===== src/hdl/letter_histogram_mode_score_defines.svh =====
// Assertion macros shared by the letter histogram block.
`ifndef LETTER_HISTOGRAM_MODE_SCORE_DEFINES_SVH
`define LETTER_HISTOGRAM_MODE_SCORE_DEFINES_SVH

// Check that cons holds in the same cycle whenever ante holds.
`define LHMS_ASSERT_SAME(label, clk, rst_n, ante, cons, msg) \
	label: assert property (@(posedge clk) disable iff (!rst_n) (ante) |-> (cons)) \
		else $error(msg);

// Check that cons holds in the cycle after ante holds.
`define LHMS_ASSERT_NEXT(label, clk, rst_n, ante, cons, msg) \
	label: assert property (@(posedge clk) disable iff (!rst_n) (ante) |=> (cons)) \
		else $error(msg);

`endif


===== src/hdl/lhms_pkg.sv =====
// Shared types, constants and helper functions of the letter histogram block.
package lhms_pkg;

	localparam int CNT_W    = 20;
	localparam int NUM_BINS = 52;
	localparam int BIN_W    = $clog2(NUM_BINS);
	localparam int OUT_W    = 20;
	localparam int SCORE_W  = OUT_W + 1;
	localparam int DOC_W    = 20;
	localparam int LETTERS  = 26;

	localparam logic [OUT_W-1:0] OUT_MAX = {OUT_W{1'b1}};

	typedef enum logic [1:0] {
		ACT_ADD    = 2'd0,
		ACT_REMOVE = 2'd1,
		ACT_CLEAR  = 2'd2
	} action_t;

	// Letter decode result
	typedef struct packed {
		logic             hit;
		logic [BIN_W-1:0] idx;
	} bin_sel_t;

	// Request from the engine to the bin memory
	typedef struct packed {
		logic             clr;
		logic             we;
		logic [BIN_W-1:0] waddr;
		logic [CNT_W-1:0] wdata;
		logic [BIN_W-1:0] raddr;
	} mem_req_t;

	// Finished result handed from the engine to the output stage
	typedef struct packed {
		logic [OUT_W-1:0] max_count;
		logic             count_error;
	} result_t;

	// Map a byte to its bin: 'A'..'Z' to 0..25, 'a'..'z' to 26..51
	function automatic bin_sel_t letter_bin(input logic [7:0] b);
		bin_sel_t   sel;
		logic [7:0] off;
		sel = '0;
		off = '0;
		if (b >= 8'h41 && b <= 8'h5A) begin
			off     = b - 8'h41;
			sel.hit = 1'b1;
			sel.idx = off[BIN_W-1:0];
		end else if (b >= 8'h61 && b <= 8'h7A) begin
			off     = b - 8'h61 + 8'(LETTERS);
			sel.hit = 1'b1;
			sel.idx = off[BIN_W-1:0];
		end
		return sel;
	endfunction

	// Clamp a bin count to the output width
	function automatic logic [OUT_W-1:0] clamp_out(input logic [CNT_W-1:0] c);
		logic [OUT_W-1:0] r;
		r = OUT_W'(c);
		if (CNT_W > OUT_W) begin
			if (c > CNT_W'(OUT_MAX))
				r = OUT_MAX;
		end
		return r;
	endfunction

endpackage


===== src/hdl/lhms_bin_mem.sv =====
// Bin count memory with one write and one registered read port, and per-entry valid bits.
module lhms_bin_mem
	import lhms_pkg::*;
(
	input  logic             clk,
	input  logic             arst_n,
	input  mem_req_t         req,
	output logic [CNT_W-1:0] rdata
);

	logic [CNT_W-1:0]    mem_q [NUM_BINS];
	logic [NUM_BINS-1:0] valid_q;
	logic [CNT_W-1:0]    rdata_q;
	logic                rvalid_q;

	// Write the storage array and register the read data
	always_ff @(posedge clk) begin
		if (req.we)
			mem_q[req.waddr] <= req.wdata;
		rdata_q <= mem_q[req.raddr];
	end

	// Track which entries hold a written count; clear drops them all at once
	always_ff @(posedge clk or negedge arst_n) begin
		if (!arst_n) begin
			valid_q  <= '0;
			rvalid_q <= 1'b0;
		end else begin
			rvalid_q <= valid_q[req.raddr];
			if (req.clr)
				valid_q <= '0;
			else if (req.we)
				valid_q[req.waddr] <= 1'b1;
		end
	end

	// An entry not written since reset or clear reads as zero
	assign rdata = rvalid_q ? rdata_q : '0;

endmodule


===== src/hdl/lhms_engine.sv =====
// Sequencer: read-modify-write of one bin for a letter update, then a scan of all bins for the maximum.
module lhms_engine
	import lhms_pkg::*;
(
	input  logic             clk,
	input  logic             arst_n,
	input  logic             in_valid,
	output logic             in_ready,
	input  logic [1:0]       in_action,
	input  logic [7:0]       in_byte,
	input  logic             in_empty,
	output mem_req_t         mem_req,
	input  logic [CNT_W-1:0] mem_rdata,
	output logic             res_valid,
	input  logic             res_ready,
	output result_t          res
);

	typedef enum logic [2:0] {
		ST_IDLE,
		ST_MODIFY,
		ST_SCAN,
		ST_LAST,
		ST_DONE
	} state_t;

	state_t           state_q;
	logic             add_q;
	logic [BIN_W-1:0] bin_q;
	logic [BIN_W-1:0] scan_idx_q;
	logic             data_valid_s1;
	logic [CNT_W-1:0] best_q;
	logic             err_q;

	bin_sel_t         sel;
	logic             accept;
	logic             is_update;
	logic             is_clear;
	logic             sat;
	logic [CNT_W-1:0] best_next;

	// Decode the incoming item
	always_comb begin
		sel       = letter_bin(in_byte);
		accept    = in_valid && in_ready;
		is_update = 1'b0;
		is_clear  = 1'b0;
		unique case (action_t'(in_action))
			ACT_ADD, ACT_REMOVE: is_update = !in_empty && sel.hit;
			ACT_CLEAR:           is_clear  = 1'b1;
			default:             is_update = 1'b0;
		endcase
	end

	assign in_ready = (state_q == ST_IDLE);

	// Saturation check and memory requests
	always_comb begin
		sat = add_q ? (mem_rdata == {CNT_W{1'b1}}) : (mem_rdata == '0);
		mem_req.clr   = accept && is_clear;
		mem_req.we    = (state_q == ST_MODIFY) && !sat;
		mem_req.waddr = bin_q;
		mem_req.wdata = add_q ? mem_rdata + 1'b1 : mem_rdata - 1'b1;
		mem_req.raddr = (state_q == ST_IDLE) ? sel.idx : scan_idx_q;
	end

	// Running maximum over scanned entries
	assign best_next = (data_valid_s1 && mem_rdata > best_q) ? mem_rdata : best_q;

	// Hold state and registered results
	always_ff @(posedge clk or negedge arst_n) begin
		if (!arst_n) begin
			state_q       <= ST_IDLE;
			add_q         <= 1'b0;
			bin_q         <= '0;
			scan_idx_q    <= '0;
			data_valid_s1 <= 1'b0;
			best_q        <= '0;
			err_q         <= 1'b0;
		end else begin
			data_valid_s1 <= (state_q == ST_SCAN);
			unique case (state_q)
				ST_IDLE: begin
					if (accept) begin
						add_q      <= (action_t'(in_action) == ACT_ADD);
						bin_q      <= sel.idx;
						scan_idx_q <= '0;
						best_q     <= '0;
						err_q      <= 1'b0;
						state_q    <= is_update ? ST_MODIFY : ST_SCAN;
					end
				end
				ST_MODIFY: begin
					err_q   <= sat;
					state_q <= ST_SCAN;
				end
				ST_SCAN: begin
					best_q <= best_next;
					// Stop the address at the last bin so it never leaves the array
					if (scan_idx_q == BIN_W'(NUM_BINS - 1))
						state_q <= ST_LAST;
					else
						scan_idx_q <= scan_idx_q + 1'b1;
				end
				ST_LAST: begin
					best_q  <= best_next;
					state_q <= ST_DONE;
				end
				ST_DONE: begin
					if (res_ready)
						state_q <= ST_IDLE;
				end
				default: state_q <= ST_IDLE;
			endcase
		end
	end

	assign res_valid       = (state_q == ST_DONE);
	assign res.max_count   = clamp_out(best_q);
	assign res.count_error = err_q;

endmodule


===== src/hdl/letter_histogram_mode_score.sv =====
// Top level: letter histogram with maximum bin count and score output.
//
// An item runs through these steps from acceptance to the result handshake:
// the addressed bin is read at acceptance, then written back, then every one
// of the 52 bins is read out of the bin memory through its single read port,
// the last read is folded in, the result is handed to the output register
// and shown there. Items that change no bin (clear, non-letter, empty word,
// unused action) skip the write-back. A new item is accepted only after the
// previous one has handed its result to the output register.
// Clear takes effect at once through per-bin valid bits; no sweep is needed.
// The output register lets the next item be accepted while a result waits.
// doc_size is written through the cfg channel, which is always ready; write it
// only while no item is in flight.
`include "letter_histogram_mode_score_defines.svh"

module letter_histogram_mode_score
	import lhms_pkg::*;
(
	input  logic             clk,
	input  logic             arst_n,
	input  logic             cfg_valid,
	output logic             cfg_ready,
	input  logic [DOC_W-1:0] cfg_data,   // doc_size
	input  logic             s_tvalid,
	output logic             s_tready,
	input  logic [7:0]       s_tdata,    // first_byte
	input  logic [2:0]       s_tuser,    // action[1:0], word_empty[2]
	output logic             m_tvalid,
	input  logic             m_tready,
	output logic [47:0]      m_tdata,    // max_count[19:0], score[40:20], zero fill
	output logic [0:0]       m_tuser     // count_error
);

	logic [DOC_W-1:0]   doc_size_q;
	mem_req_t           mem_req;
	logic [CNT_W-1:0]   mem_rdata;
	logic               res_valid;
	logic               res_ready;
	result_t            res;
	logic [SCORE_W-1:0] score;
	logic               out_valid_q;
	logic [OUT_W-1:0]   max_q;
	logic [SCORE_W-1:0] score_q;
	logic               err_q;

	lhms_bin_mem u_mem (
		.clk    (clk),
		.arst_n (arst_n),
		.req    (mem_req),
		.rdata  (mem_rdata)
	);

	lhms_engine u_engine (
		.clk       (clk),
		.arst_n    (arst_n),
		.in_valid  (s_tvalid),
		.in_ready  (s_tready),
		.in_action (s_tuser[1:0]),
		.in_byte   (s_tdata),
		.in_empty  (s_tuser[2]),
		.mem_req   (mem_req),
		.mem_rdata (mem_rdata),
		.res_valid (res_valid),
		.res_ready (res_ready),
		.res       (res)
	);

	// Hold the document word count
	assign cfg_ready = 1'b1;
	always_ff @(posedge clk or negedge arst_n) begin
		if (!arst_n)
			doc_size_q <= '0;
		else if (cfg_valid && cfg_ready)
			doc_size_q <= cfg_data;
	end

	// Score is the maximum minus the document size; both fit in the signed width
	assign score = {1'b0, res.max_count} - {1'b0, doc_size_q};

	// Output register: load when empty or being drained
	assign res_ready = !out_valid_q || m_tready;
	always_ff @(posedge clk or negedge arst_n) begin
		if (!arst_n)
			out_valid_q <= 1'b0;
		else if (res_ready)
			out_valid_q <= res_valid;
	end

	always_ff @(posedge clk) begin
		if (res_valid && res_ready) begin
			max_q   <= res.max_count;
			score_q <= score;
			err_q   <= res.count_error;
		end
	end

	assign m_tvalid = out_valid_q;
	assign m_tdata  = {{(48 - OUT_W - SCORE_W){1'b0}}, score_q, max_q};
	assign m_tuser  = err_q;

	// One item in flight: input closes right after an accept
	`LHMS_ASSERT_NEXT(a_one_item, clk, arst_n, s_tvalid && s_tready, !s_tready,
		"input accepted again while an item is in flight")
	// No new item while a result waits in the engine
	`LHMS_ASSERT_SAME(a_busy_done, clk, arst_n, res_valid, !s_tready,
		"input ready while the engine holds a result")
	// A handed-over result shows up at the output next cycle
	`LHMS_ASSERT_NEXT(a_out_load, clk, arst_n, res_valid && res_ready, m_tvalid,
		"result lost between engine and output register")

endmodule

===== config.mk =====
export PLATFORM = sky130hd
export DESIGN_NAME = letter_histogram_mode_score
export DESIGN_NICKNAME = d
export VERILOG_FILES = /design/src/hdl/lhms_pkg.sv /design/src/hdl/lhms_bin_mem.sv /design/src/hdl/lhms_engine.sv /design/src/hdl/letter_histogram_mode_score.sv
export VERILOG_INCLUDE_DIRS = /design/src /design/src/hdl
export SDC_FILE = /design/constraint.sdc
export NUM_CORES = 2
export LEC_CHECK = 0
export ABC_AREA = 1
export BUFFER_PORTS_ARGS = -buffer_cell sky130_fd_sc_hd__buf_2
export CORE_ASPECT_RATIO = 1.2
export CORE_MARGIN = 10
export CORE_UTILIZATION = 35
export CTS_BUF_LIST = sky130_fd_sc_hd__clkbuf_8 sky130_fd_sc_hd__clkbuf_16
export DETAILED_ROUTE_END_ITERATION = 7
export PLACE_DENSITY_LB_ADDON = 0.05
export SLEW_MARGIN = 0
export SYNTH_ARGS = -nofsm -noshare
export SYNTH_HDL_FRONTEND = slang
export SYNTH_SLANG_ARGS = --single-unit

===== constraint.sdc =====
create_clock -name clk -period 6.84 [get_ports clk]
set_input_delay 0.684 -clock clk [delete_from_list [all_inputs] [get_ports clk]]
set_output_delay 0.684 -clock clk [all_outputs]
set_load 0.05 [all_outputs]

-- Word-level counts from Yosys, hierarchy flattened
Memories as Yosys holds them, arrays and structs flattened. A register that Yosys moved wholly into a read port is not among the register bits.
Index checks and enable logic that the tools add are counted.
- input bits: 36
- ROM bits: 0
- word-level logic and storage cells: 100
- RAM bits: 1040
- bits in registers: 154
- latch bits: 0
- memories kept: 1
- multiply operators: 0
- muxes and demuxes: 29
- add/sub/neg operators: 7
- shifts and indexed selects: 0
- reductions and logical operators: 27
- $lt $le $gt $ge: 8
- eq/ne operators: 13
- divide/modulo/power cells: 0
- bitwise gates (word level): 1
- memory list (name ; words ; bits a word ; rd ports ; clocked after Yosys merged registers in ; wr ports ; line ; source):
    u_mem.mem_q ; 52 ; 20 ; 1 ; 1 ; 1 ; lhms_bin_mem.sv:11 ; logic [CNT_W-1:0] mem_q [NUM_BINS];
- operators with widths (kind ; count):
    $mux 52 ; 2
    $mux 20 ; 4
    $or 52x52->52 ; 1
    $pmux 20 s2 ; 1
    $sub 20x20->21 ; 1
    $add 20x1->20 const B ; 1
    $eq 20x20->1 const B ; 1
    $gt 20x20->1 ; 1
    $logic_not 20->1 ; 1
    $sub 20x1->20 const B ; 1
    $mux 6 ; 3
    $ge 8x7->1 const B ; 2
    $le 8x7->1 const B ; 2
    $pmux 3 s5 ; 1
    $lt 6x7->1 const B ; 2
    $mux 7 ; 2
    $pmux 6 s2 ; 1
    $logic_and 1x1->1 ; 9
    $mux 3 ; 3
    $reduce_and 3->1 ; 3
    $mux 1 ; 8
    $reduce_bool 2->1 ; 4
    $add 6x1->6 const B ; 1
    $add 6x5->6 const B ; 1
    21 further kinds ; 29

-- Depth between registers and ports, before layout
- word-level depth: 9
- depth in mapped cells: 21

-- Cells and area by module
From an unflattened synthesis, not the netlist that was laid out.
- cells, all modules: 4714
- area, all modules: 52033.7 um^2
- by module, submodules not included (module ; cells each ; area an instance (um^2) ; times used):
    lhms_bin_mem ; 3747 ; 44760.4 ; 1
    lhms_engine ; 587 ; 3890.0 ; 1
    letter_histogram_mode_score ; 380 ; 3383.2 ; 1

-- Worst setup path after synthesis
OpenSTA, ideal clock, no wires.
- kind: register to register
- start point: register u_mem.rvalid_q
- end point: memory u_mem.mem_q[0][16], data pin
- stages on the path, launching flop included: 12
- period minus slack after synthesis: 4.433 ns
- setup slack: 2.407 ns
- setup time: 0.474 ns
- data arrival time: 3.959 ns
- path buffers: 1
- cells stage by stage: dfrtp_1 buf_2 nand2_1 inv_1 fa_1 a31oi_1 o21ai_0 nand3_1 nand2_1 nand2_1 nand2_1 xor2_1
- RTL lines (what ; line ; source):
    from (decl) ; lhms_bin_mem.sv:14 ; logic rvalid_q;
    from (signal assigned) ; lhms_bin_mem.sv:29 ; rvalid_q <= valid_q[req.raddr];
    to (decl) ; lhms_bin_mem.sv:11 ;

==> summary.txt <==
Run status
  – Outcome: finished, final reports clean

Critical path
  – Startpoint type of the worst setup path: flip-flop
  – Crit-path cells: inv_1, ha_1, nand2_1, nor2_1, o21ai_0, o211ai_1, a31oi_1, o21ai_0, nand3_1, nand2_1, nand2_1, nand2_1, xor2_4, buf_4
  – FF-to-FF path depth: 14
  – Worst R2R Setup Slack: 2100 ps
  – Worst path max stage delay: 700 ps
  – CP Data Arrival Time: 5310 ps
  – Slowest CP cell: xor2_4
  – Reg-to-reg endpoint: u_mem.mem_q[28][16]$_DFFE_PP_
  – Critical path peak fanout: 23
  – Worst EP required: 7410 ps
  – Critical path type: reg -> reg
  – Crit-path most repeated cell: nand2_1
  – R2R Path Start: u_engine.add_q$_DFFE_PN0P_
  – Nature of the critical path endpoint: flip-flop

Drt
  – Iteration-0 DRC Markers: 2905
  – Final Routed Wirelength: 182000 µm
  – DRC Markers: 0
  – 1st-pass router iterations: 7
  – Routed Antenna Nets: 0
  – Vias per cell: 5.04
  – Via count: 37000
  – Routed len/inst: 24.7 µm

STA
  – Max_slew headroom: 0.0883
  – Achievable clock frequency: 211 MHz
  – RSZ-0062 raised after global routing: false
  – Period utilisation layout: 0.693
  – Layout Skew: 33.9 ps
  – Slew at the pin with the worst max-slew slack: 1370 ps
  – Fin. Hold Viols: 0
  – Setup Viol. Count Final: 0
  – Setup TNS: 0 ps
  – Fin. max-slew vios: 0
  – Fin crit period: 4740 ps

Synthesis
  – Post-synth ARST share: 0.0923
  – Prevailing post-synth register cell: edfxtp_1
  – Register bit count reported by yosys: 1214
  – Post-synth cell types: 50
  – Synth warnings: 0
  – Cell area after synthesis: 0.0546 mm²
  – Syn Inst Count: 5102
  – Post-synth EDFFs: 1082
  – Sequential area share after synthesis: 0.654
  – Syn Area/Cell: 10.7 µm²

Clocking
  – Clock buffer count from CTS: 136
  – Post-CTS setup buffer count: 0
  – CTS tree: done
  – Clk root buf: clkbuf_16
  – Clk slew on worst S/H paths: 60 ps
  – Clk_lat worst skew: 790 ps
  – H-tree level count: 4
  – Clock tree sinks: 1214
  – Clk buf depth: 3

Min path
  – HP Start: cfg_data[4]
  – Min-Delay Endpoint: doc_size_q[4]$_DFFE_PN0P_
  – Number of cells on the worst hold path: 3
  – Hold Path Class: in -> reg

Placement
  – GP Congestion: 0.796
  – I/O Buffers: 79
  – Hpwl dp: 103000 µm

Cells and area
  – Register Area: 0.0357 mm²
  – Layout cells sized above 1: 0.0832
  – Layout net count: 5250
  – P&R area growth vs syn: 13.1%
  – Fill count: 15200
  – Area of the multi-input gates: 0.0149 mm²

Global route
  – Largest net degree at the start of global routing: 145
  – First-pass GRT wire length: 263000 µm
  – GRT Total Usage: 0.207
  – Number of global-route vias before repair: 36800
  – Initial antenna violation count: 5
  – Grt ovf: 0

Floorplan
  – IO Pins: 88
  – Core region area: 0.155 mm²
  – Die ar.: 0.172 mm²
  – Die W: 381 µm
  – Row count: 158
  – Initial core utilization: 0.353
  – Die H: 453 µm

Job
  – Maxcap violations: 0
-- logic make-up after synthesis --
family | synth area share
AO/OA/AOI/OAI | 0.0416
buffers and inverters | 0.0815
AND/OR/NAND/NOR | 0.201
other | 0.000138
adder cells (fa/ha/maj) | 0.0152
flip-flops | 0.654
XOR/XNOR | 0.00722
multiplexers | 0.000206
-- worst max-delay path, delay by kind of cell (launching register included) --
family                     cells  cell delay, ps
buffers and inverters          2            1040
AOI/OAI and AO/OA              4            1030
and+or+nand+nor                6             920
xor gates and xnor gates       1             700
adders and majority gates      1             420
DFF                            1             380
-- routing by layer --
layer	GRT usage	up-vias	wire length, µm
met5	0	-	0
met4	0.0610	0	4840
met3	0.0271	230	7130
met2	0.363	786	90800
met1	0.265	18600	79000
li1	-	17500	-
-- placed cells by master, fill, tap and decap left out, types with 42 or more instances in the layout --
master,n
edfxtp_1,1082
nand2_1,1011
nand3_1,943
inv_1,772
nand3b_1,220
clkbuf_16,143
o21ai_0,133
a21oi_1,116
dfrtp_1,112
o211ai_1,110
buf_4,109
nor2_1,96
buf_2,78
ha_1,63
clkinv_1,42
-- metrics by stage --
step | cells | hold slack, ps | setup slack, ps | util | cell area (µm²)
after floorplan | 5108 | 388 | 2410 | - | 54600
after global placement | 7090 | 477 | 2010 | 0.371 | 57400
after detailed placement | 7090 | 491 | 2020 | 0.371 | 57400
after CTS | 7342 | 50.3 | 2130 | 0.399 | 61800
after global routing | 7342 | 89.3 | 1830 | 0.399 | 61800
final | 7345 | 117 | 2100 | 0.399 | 61800
-- cell type report --
cell class,instances,share of cell area
antenna,3,0.000122
clock buffer,154,0.0604
clock inverter,97,0.00948
inverter,758,0.0462
multi-input combinational,2841,0.241
sequential,1214,0.578
tap,2080,0.0421
timing repair buffer,198,0.0230
-- state kept, by name (all words and copies together), names as in the netlist --
name,cells
u_mem.mem_q,1040
u_mem.valid_q,52
score_q,21
doc_size_q,20
max_q,20
u_engine.best_q,20
u_mem.rdata_q,20
u_engine.bin_q,6
u_engine.scan_idx_q,6
u_engine.state_q,3
m_tuser,1
m_tvalid,1
u_engine.add_q,1
u_engine.data_valid_s1,1
u_engine.err_q,1
u_mem.rvalid_q,1
-- synth_stat cells, drive strengths merged, types with 20 or more instances --
cell type  instances  share of area
buf              192          0.022
edfxtp          1082           0.59
dfxtp             20         0.0073
xor2              33         0.0053
nand3b           220          0.030
nand2           1019          0.071
o211ai           110          0.015
nor2             102         0.0074
clkbuf           103         0.0071
nand3            945          0.087
inv              744          0.051
dfrtp            112          0.051
o21ai            140          0.013
nor3              20         0.0018
a21oi            116          0.011
ha                63          0.014
-- timing repair --
item	4_1_cts	5_1_grt
resized for setup	0	0
hold buffers	1	0
endpoints found under the hold margin	53	0
-- how the worst max path moves through the flow --
stage | depth (start not counted) | to | start | slack (ps)
CTS | 14 | u_mem.mem_q[34][16]$_DFFE_PP_ | u_engine.add_q$_DFFE_PN0P_ | 2130
global placement | 18 | u_mem.rdata_q[3]$_DFF_P_ | s_tdata[0] | 2010
detailed placement | 18 | u_mem.rdata_q[3]$_DFF_P_ | s_tdata[0] | 2020
finish | 14 | u_mem.mem_q[28][16]$_DFFE_PP_ | u_engine.add_q$_DFFE_PN0P_ | 2100
floorplan | 11 | u_mem.mem_q[0][16]$_DFFE_PP_ | u_mem.rvalid_q$_DFF_PN0_ | 2410
global route | 15 | u_mem.mem_q[19][16]$_DFFE_PP_ | u_mem.rvalid_q$_DFF_PN0_ | 1830
Power is left out: the tool's default activity adds up to more than one toggle a clock period on the data nets, which glitch-free logic cannot reach.
